**config.mk**
```make
export PLATFORM = sky130hd
export DESIGN_NAME = cacorr_ctrl
export DESIGN_NICKNAME = d
export VERILOG_FILES = /design/src/design/cacorr_pkg.sv /design/src/design/cacorr_ctrl.sv
export SDC_FILE = /design/constraint.sdc
export NUM_CORES = 1
export LEC_CHECK = 0
export BUFFER_PORTS_ARGS = -buffer_cell sky130_fd_sc_hd__buf_2
export CAP_MARGIN = 30
export CORE_AREA = 4 4 41 43
export CTS_BUF_LIST = sky130_fd_sc_hd__clkbuf_4 sky130_fd_sc_hd__clkbuf_8
export CTS_CLUSTER_SIZE = 40
export DETAILED_ROUTE_END_ITERATION = 16
export DIE_AREA = 0 0 45 47
export PLACE_DENSITY = 0.44
export SLEW_MARGIN = 30
export SYNTH_ARGS = -nofsm -noshare
export SYNTH_HDL_FRONTEND = slang
export SYNTH_SLANG_ARGS = --single-unit
```
**constraint.sdc**
```tcl
create_clock -name clock -period 2.9 [get_ports clock]
set_input_delay 0.29 -clock clock [delete_from_list [all_inputs] [get_ports clock]]
set_output_delay 0.29 -clock clock [all_outputs]
set_load 0.01 [all_outputs]
```
**src/design/cacorr_pkg.sv**
```systemverilog
`timescale 1ns / 1ps

package cacorr_pkg;

   localparam int SAMPLE_W    = 16;
   localparam int LAG_W       = 10;
   localparam int LEN_W       = 11;
   localparam int SUM_W       = 42;
   localparam int PROD_W      = 2 * SAMPLE_W;
   localparam int REQ_DATA_W  = 32;
   localparam int RSP_DATA_W  = 48;

   localparam logic [LEN_W-1:0] LEN_RESET = 11'd1024;

   typedef enum logic {
      OP_LOAD = 1'b0,
      OP_CALC = 1'b1
   } opcode_type;

   typedef enum logic {
      STAT_OK      = 1'b0,
      STAT_BAD_LAG = 1'b1
   } status_type;

   // controller -> datapath
   typedef struct packed {
      logic store;   // write sample at the write pointer
      logic start;   // latch lag, clear accumulator, set up indexes
      logic step;    // issue one pair of reads, advance indexes
      logic emit;    // move result into the output register
   } cmd_type;

   // datapath -> controller
   typedef struct packed {
      logic bad_lag;   // latched lag not below length
      logic last;      // current index pair is the final one
      logic busy;      // MAC pipeline still holds work
      logic rsp_free;  // output register can take a word this cycle
   } sts_type;

endpackage

```
**src/design/cacorr_ctrl.sv**
```systemverilog
`timescale 1ns / 1ps

module cacorr_ctrl (
   input  logic                clock,
   input  logic                reset,
   input  logic                req_tvalid,
   output logic                req_tready,
   input  cacorr_pkg::opcode_type opcode,
   input  cacorr_pkg::sts_type sts,
   output cacorr_pkg::cmd_type cmd
);
   import cacorr_pkg::*;

   typedef enum logic [2:0] {
      S_IDLE,
      S_RUN,
      S_DRAIN,
      S_FINISH
   } state_type;

   state_type state_ff, state_in;
   logic      accept;

   assign req_tready = (state_ff == S_IDLE);
   assign accept     = req_tvalid && req_tready;

   always_comb begin
      state_in = state_ff;
      cmd      = '0;
      unique case (state_ff)
         S_IDLE: begin
            if (accept) begin
               if (opcode == OP_LOAD) begin
                  cmd.store = 1'b1;
               end else begin
                  cmd.start = 1'b1;
                  state_in  = S_RUN;
               end
            end
         end
         S_RUN: begin
            if (sts.bad_lag) begin
               state_in = S_FINISH;
            end else begin
               cmd.step = 1'b1;
               if (sts.last) state_in = S_DRAIN;
            end
         end
         S_DRAIN: begin
            if (!sts.busy) state_in = S_FINISH;
         end
         S_FINISH: begin
            if (sts.rsp_free) begin
               cmd.emit = 1'b1;
               state_in = S_IDLE;
            end
         end
         default: state_in = S_IDLE;
      endcase
   end

   always_ff @(posedge clock) begin
      if (reset) begin
         state_ff <= S_IDLE;
      end else begin
         state_ff <= state_in;
      end
   end

   a_cmd_onehot: assert property (@(posedge clock) disable iff (reset)
      $onehot0({cmd.store, cmd.start, cmd.step, cmd.emit}))
      else $error("controller issued more than one command");

   a_emit_free: assert property (@(posedge clock) disable iff (reset)
      cmd.emit |-> sts.rsp_free)
      else $error("result emitted into a full output register");

   a_finish_drained: assert property (@(posedge clock) disable iff (reset)
      (state_ff == S_FINISH) |-> !sts.busy)
      else $error("result stage reached with MAC pipeline busy");

endmodule

```
; After elaboration in Yosys (flattened, before gate mapping)
; Cells that the tools add are included.
[op_classes]
n_eq_ne = 8
mux = 15
reduce_logical = 3
[ops]
columns = operator, n
row1 = 2-to-1 mux 3 bit, 6
row2 = one-hot mux 3 bit (4 select lines), 1
row3 = == test 3 x 2 -> 1 bit (second input constant), 2
row4 = 2-to-1 mux 1 bit, 6
row5 = AND reduction 5 bit, 1
row6 = 2-to-1 mux 2 bit, 2
row7 = inequality test 2 x 1 -> 1 bit (second input constant), 2
row8 = inequality test 2 bit (second input constant), 2
row9 = == test 3 x 1 -> 1 bit (second input constant), 1
row10 = logical NOT 3 bit, 1
row11 = inequality test 3 bit (second input constant), 1
row12 = logical AND 1 bit, 1
[word_totals]
reg_bits = 3
inputBits = 8
output_inout_bits = 5
elab_cells = 27

; Longest topological paths before layout
; Gate-level depths: netlist of the first run.
[logic_depth]
word_depth = 4
ltp_mapped = 5
ltp_nobuf = 5

; Least setup slack after synthesis of the first run
; Ideal clock, no wire load.
[synth_timing]
path_type = flip-flop to flip-flop
from = register state_ff[0]
to = register state_ff[0]
setup_ns = 0.121
t_arrival_ns = 1.522
required_ns = 2.779
setup_slack_ns = 1.257
path_stages_with_launch = 6
n_path_buf = 0
period_less_slack_ns = 1.643
path_cell_list = dfxtp_1 inv_1 ha_1 a21boi_1 a2111o_1 mux2_4
[synth_between]
elab_chain_cells = 4
word_cells_on_any_way = 12
cone_classes = eq/ne (8) / mux (1) / reduce/logical (3)
[synth_rtl]
columns = element, line
row1 = "start, declared", cacorr_ctrl.sv:21  ; state_type state_ff, state_in;
row2 = "start signal, assigned", cacorr_ctrl.sv:66  ; state_ff <= state_in;
row3 = logical NOT 3 bit (*), cacorr_ctrl.sv:24  ; assign req_tready = (state_ff == S_IDLE);
row4 = net req_tready, cacorr_ctrl.sv:7  ; output logic req_tready,
row5 = logical AND 1 bit, cacorr_ctrl.sv:25  ; assign accept = req_tvalid && req_tready;
row6 = inequality test 2 x 1 -> 1 bit (no source line), --
row7 = AND reduction 5 bit (no source line), --
; The timed path passes the listed nets; every way through them passes the cells marked *.
; A chain may end at the register's enable or synchronous reset.

; Worst setup path after layout of the first run
[layout_timing]
from = register state_ff[0]
to = register state_ff[0]
[layout_between]
elab_chain_cells = 4
word_cells_on_any_way = 12
cone_classes = eq/ne (8) / mux (1) / reduce/logical (3)
[layout_rtl]
columns = element, line
row1 = logical NOT 3 bit, "cacorr_ctrl.sv:24, cacorr_ctrl.sv:30"
row2 = logical AND 1 bit, cacorr_ctrl.sv:25
row3 = inequality test 2 x 1 -> 1 bit (no source line), --
row4 = AND reduction 5 bit (no source line), --
; Several ways; a longest one is shown, not always the timed one.

==> run summary, run 1 <==
Ys Warns: 0
num ports: 13
number of enable flip-flop cells after synthesis: 0
buffers added on ports: 12
crit path time final: 1.71 ns
storage element area: 40.0 um2
syn_nets: 36
H-tree depth: 1
CTS tree: done
CTS Root Cell: clkbuf_4
status: finished clean
Largest register FFs: 2
area of the multi-input gates: 164 um2
cts hold-fix bufs: 0
worst path cell trace: inv_1 -> ha_1 -> a21boi_1 -> a2111o_1 -> mux2_4
post-route cell area: 313 um2
peak supply drop: 0.000218 V
clk buf depth: 2
unrepaired setup endpoints after global routing: no
type of origin of the critical path: flip-flop
Vias/cell: 3.96
Hold Crit Start: reset
overflow left after global routing: 0
initial core utilization: 0.163
Synth Register Bits: 2
row cnt: 13
Routed Antenna Nets: 0
r2r setup slk: 1.19 ns
met3 WL: 80 um
WL met1: 267 um
cell area power density: 801 mW/mm2
Post-CTS Setup Inserts: 0
most used flip-flop cell after synthesis: dfxtp_1
final worst path period share: 0.591
count of cell types in the netlist: 16
initial antenna violation count: 0
Hold Vio Cnt, Final: 0
Slew Limit Fails: 0
clock-pin slew on the worst setup and hold paths: 0.03 ns
ratio of cells with drive above 1 in the final layout: 0.436
Syn Inst Count: 24
PostCTS Resize Cnt: 0
metal2 WL: 179 um
CP Launch Point: state_ff[0]
largest net degree at the start of global routing: 6
gr usage total: 0.0615
Hold Crit Class: in2reg
Synth Cell Area: 211 um2
Die ar.: 0.00212 mm2
WS Path Type: reg2reg
Sink Count: 2
worst path required time: 3.01 ns
Iteration-0 DRC Markers: 4
die height: 47 um
DP HPWL: 433 um
critical path's largest stage delay: 0.44 ns
vias in the first global route: 197
Max Used Layer: met3
Slew HR: 0.844
via count: 214
Buffers & Inverters on Critical Path: 1
final setup vio count: 0
fin worst setup slack: 1.19 ns
max cap viols: 0
Leakage: 0.166 nW
CP Max Fanout: 5
cell family with most CP delay: compound AO/OA/AOI/OAI gates
wire length per cell: 9.76 um
CTS buffer count: 3
1st-pass router iterations: 2
Post-Route WL: 527 um
Top Registers: state_ff (2)
Avg Synthesized Cell Area: 8.81 um2
Die Wd: 45 um
Placeable Area: 0.00130 mm2
pre-CTS setup slack: 1.18 ns
commonest non-fill, non-tap cell in the layout: buf_2
most frequent cells in the layout: buf_2 (12), ha_1 (4), clkbuf_4 (3)
setup_tns: 0 ns
first-pass GRT wire length: 876 um
ys async rst share: 0
area grow syn2layout: 47.9%
final clock skew: 0.000445 ns
worst-margin pin slew: 0.233 ns
endpoint class of the critical path: flip-flop
FILL cells: 152
Remaining DRCs: 0
Slowest-stage cell, CP: a2111o_1
Nets: 53
sequential-to-total area share from yosys stat: 0.189
Fin Hold WS: 0.385 ns
placed inst area: 290 um2
later-pin clock latency in the skew report: 0.22 ns
max frequency: 0.584 GHz
Top reg by flops: state_ff
Antenna Cells: 0
GPL Wtd Cong: 0.652
arrival time at the worst endpoint: 1.82 ns
Critical R2R Launch: state_ff[0]
==> final cells by class <==
| type | instances | area share |
|---|---|---|
| inverter | 2 | 0.0240 |
| timing repair buffer | 12 | 0.192 |
| tap | 15 | 0.0600 |
| clock buffer | 3 | 0.0720 |
| sequential | 2 | 0.128 |
| multi-input combinational | 20 | 0.524 |
==> logic make-up (layout without fill, tap and decap cells) <==
family,after synthesis,after routing,share of synthesized area
and+or+nand+nor,11,11,0.296
AOI/OAI and AO/OA,3,3,0.124
adders and majority gates,4,4,0.237
muxes,2,2,0.118
DFF,2,2,0.189
buffers and inverters,2,17,0.0355
==> synth_stat cells (all sizes together), types with 2 or more instances <==
cell,n,area share
dfxtp,2,0.19
ha,4,0.24
inv,2,0.036
nand2b,2,0.059
nor2,2,0.036
nor2b,2,0.059
==> routing by layer <==
layer,GRT usage,vias to the layer above
met1,0.0747,87
met5,0,-
met3,0.0383,0
met4,0.0526,0
li1,-,114
met2,0.0734,13
==> tightest hold or removal path: cells and delay by family <==
kind / cells / cell delay (ns)
simple gates: 1 / 0.10
mux: 1 / 0.06
buf+inv: 1 / 0.11
==> report_power, final <==
group,switching [W],internal [W],leakage [nW]
registers,0.00000974,0.0000386,0.0165
logic,0.0000686,0.0000717,0.136
clock network,0.0000163,0.0000457,0.0138
total,0.0000947,0.000156,0.166
==> final timing paths <==
| check | end | cells past startpoint |
|---|---|---|
| setup / recovery | state_ff[0] | 5 |
| hold / removal | state_ff[1] | 3 |
| setup reg to reg | state_ff[0] | 5 |
| hold reg to reg | state_ff[1] | 2 |
==> through the flow <==
stage / total power [W] / cells / utilization
after floorplan: 0.000149 / 24 / -
after global placement: 0.000190 / 51 / 0.223
after detailed placement: 0.000190 / 51 / 0.223
after CTS: 0.000258 / 54 / 0.240
after global routing: 0.000281 / 54 / 0.240
final: 0.000251 / 54 / 0.240
Power figures use the tool's default switching activity.
==> run 2: changes to the inputs <==
==> constraint.sdc (replaced) <==
create_clock -name clock -period 1.6 [get_ports clock]
set_input_delay 0.16 -clock clock [delete_from_list [all_inputs] [get_ports clock]]
set_output_delay 0.16 -clock clock [all_outputs]
set_load 0.01 [all_outputs]
==> run 2 against run 1 <==
Effect of this change: worst setup slack worse by 1.1 ns; via count up 2.8%; routed wire length up 0.57%; core utilization up 4.7 points; design area up 20%; combinational power is 140% higher; global-route usage shrank 0.55 points; worst hold slack worse by 0.13 ns; die area unchanged; non-clock buffer count grew 4; final cell count grew 7.4%; clock power increased by 74%; critical path type unchanged; largest power group unchanged.
==> run summary, run 2 (synthesized netlist as in run 1, its figures left out) <==
worst path cell trace: buf_6 -> ha_4 -> nor2b_4 -> a2111o_1 -> mux2_4
Post-Route WL: 530 um (+0.57%)
CP Launch Point: state_ff[1]
Die ar.: 0.00212 mm2 (unchanged)
largest net degree at the start of global routing: 5 (-1)
wire length per cell: 9.14 um (-6.4%)
worst path required time: 1.70 ns (-1.31 ns)
final clock skew: 0.00189 ns (+0.00145 ns)
CTS tree: done
clock-pin slew on the worst setup and hold paths: 0.03 ns (about the same)
Hold Crit Start: reset
CP Max Fanout: 3 (-2)
via count: 220 (+2.8%)
FF-to-FF End: state_ff[0]
fin worst setup slack: 0.0556 ns (-1.13 ns)
FILL cells: 153 (+0.66%)
cts hold-fix bufs: 0 (unchanged)
Non-Filler Instances: 58 (+7.4%)
row cnt: 13 (unchanged)
Die Wd: 45 um (unchanged)
CTS buffer count: 3 (unchanged)
Slew Limit Fails: 0 (unchanged)
post-route cell area: 374 um2 (+20%)
status: finished clean
CP endpoint: state_ff[0]
Leakage: 0.184 nW (+11%)
WS Path Type: reg2reg
critical path's largest stage delay: 0.42 ns (-0.02 ns)
Iteration-0 DRC Markers: 0 (-4)
placed inst area: 315 um2 (+8.6%)
type of origin of the critical path: flip-flop
GPL Wtd Cong: 0.716 (+9.7%)
later-pin clock latency in the skew report: 0.22 ns (about the same)
endpoint class of the critical path: flip-flop
Sink Count: 2 (unchanged)
Routed Antenna Nets: 0 (unchanged)
crit path time final: 1.54 ns (-0.169 ns)
max cap viols: 0 (unchanged)
initial core utilization: 0.163 (unchanged)
Reg2Reg Depth: 5 (unchanged)
Layout Utilization: 0.288 (+0.0471)
clk buf depth: 2 (unchanged)
H-tree depth: 1 (unchanged)
area grow syn2layout: 76.9%
1st-pass router iterations: 1 (-1)
cell count after placement: 54 (+5.9%)
first-pass GRT wire length: 834 um (-4.8%)
buffers added on ports: 12 (unchanged)
die height: 47 um (unchanged)
Hold Vio Cnt, Final: 0 (unchanged)
area of the multi-input gates: 189 um2 (+15%)
max frequency: 0.647 GHz (+11%)
Antenna Cells: 0 (unchanged)
overflow left after global routing: 0 (unchanged)
Critical R2R Launch: state_ff[1]
Slew HR: 0.864 (+0.0205)
storage element area: 42.5 um2 (+6.2%)
pre-CTS setup slack: 0.0148 ns (-1.17 ns)
arrival time at the worst endpoint: 1.64 ns (-0.18 ns)
Remaining DRCs: 0 (unchanged)
worst-margin pin slew: 0.202 ns (-0.0306 ns)
Slowest-stage cell, CP: a2111o_1
Vias/cell: 3.79 (-4.3%)
Nets: 57 (+7.5%)
gr usage total: 0.0560 (-0.00548)
cell area power density: 1430 mW/mm2 (+78%)
r2r setup slk: 0.06 ns (-1.13 ns)
final setup vio count: 0 (unchanged)
vias in the first global route: 219 (+11%)
num ports: 13 (unchanged)
Placeable Area: 0.00130 mm2 (unchanged)
Largest register FFs: 2 (unchanged)
ratio of cells with drive above 1 in the final layout: 0.628 (+0.192)
CTS Root Cell: clkbuf_4
DP HPWL: 441 um (+2.0%)
Top Registers: state_ff (2)
Hold Crit Class: in2reg
final worst path period share: 0.965 (+0.374)
Top reg by flops: state_ff
peak supply drop: 0.000476 V (+120%)
commonest non-fill, non-tap cell in the layout: buf_2
setup_tns: 0 ns (unchanged)
unrepaired setup endpoints after global routing: no
initial antenna violation count: 0 (unchanged)
most frequent cells in the layout: buf_2 (12), clkbuf_4 (3), buf_4 (3)
[run 2: what timing repair did]
item,CTS,global route
hold endpoints to repair,0,0
gates resized for setup,0,8
endpoints found under the setup margin,0,1
setup buffers,0,1
[run 2: per-layer routing]
metal,share of wire,global-route usage,vias up
met5,0,0,-
met4,0,0.0526,0
met3,0.15,0.0115,0
met2,0.36,0.0763,13
met1,0.49,0.0726,87
li1,-,-,120
[run 2: area by class of cell]
class                           count  area share
Clock buffer                        3      0.0602
Inverter                            2      0.0201
Multi-Input combinational cell     20       0.505
Sequential cell                     2       0.114
Tap cell                           15      0.0502
Timing Repair Buffer               16       0.251
[run 2: critical path: cells and delay by family (launching register included)]
| family | cells | cell delay (ns) |
|---|---|---|
| buffers and inverters | 1 | 0.12 |
| DFF | 1 | 0.32 |
| and+or+nand+nor | 1 | 0.11 |
| muxes | 1 | 0.31 |
| adders and majority gates | 1 | 0.15 |
| AOI/OAI and AO/OA | 1 | 0.42 |
[run 2: power by group]
part | internal (W) | leakage, nW | switching [W]
clock network | 0.0000824 | 0.0138 | 0.0000254
registers | 0.0000743 | 0.0172 | 0.0000196
logic | 0.000189 | 0.153 | 0.000143
total | 0.000345 | 0.184 | 0.000188
[run 2: worst min path at each step]
stage,endpoint,cells after the start,slack (ns)
2_1_floorplan,state_ff[1],2,0.34
3_3_place_gp,state_ff[1],2,0.48
3_5_place_dp,state_ff[1],2,0.49
4_1_cts,state_ff[1],3,0.25
5_1_grt,state_ff[1],3,0.27
6_report,state_ff[1],3,0.25
[run 2: metrics by stage]
stage          hold slack (ns)  total power (W)
3_5_place_dp             0.486         0.000397
5_1_grt                  0.269         0.000582
4_1_cts                  0.252         0.000515
2_1_floorplan            0.340         0.000276
6_report                 0.251         0.000534
3_3_place_gp             0.483         0.000398
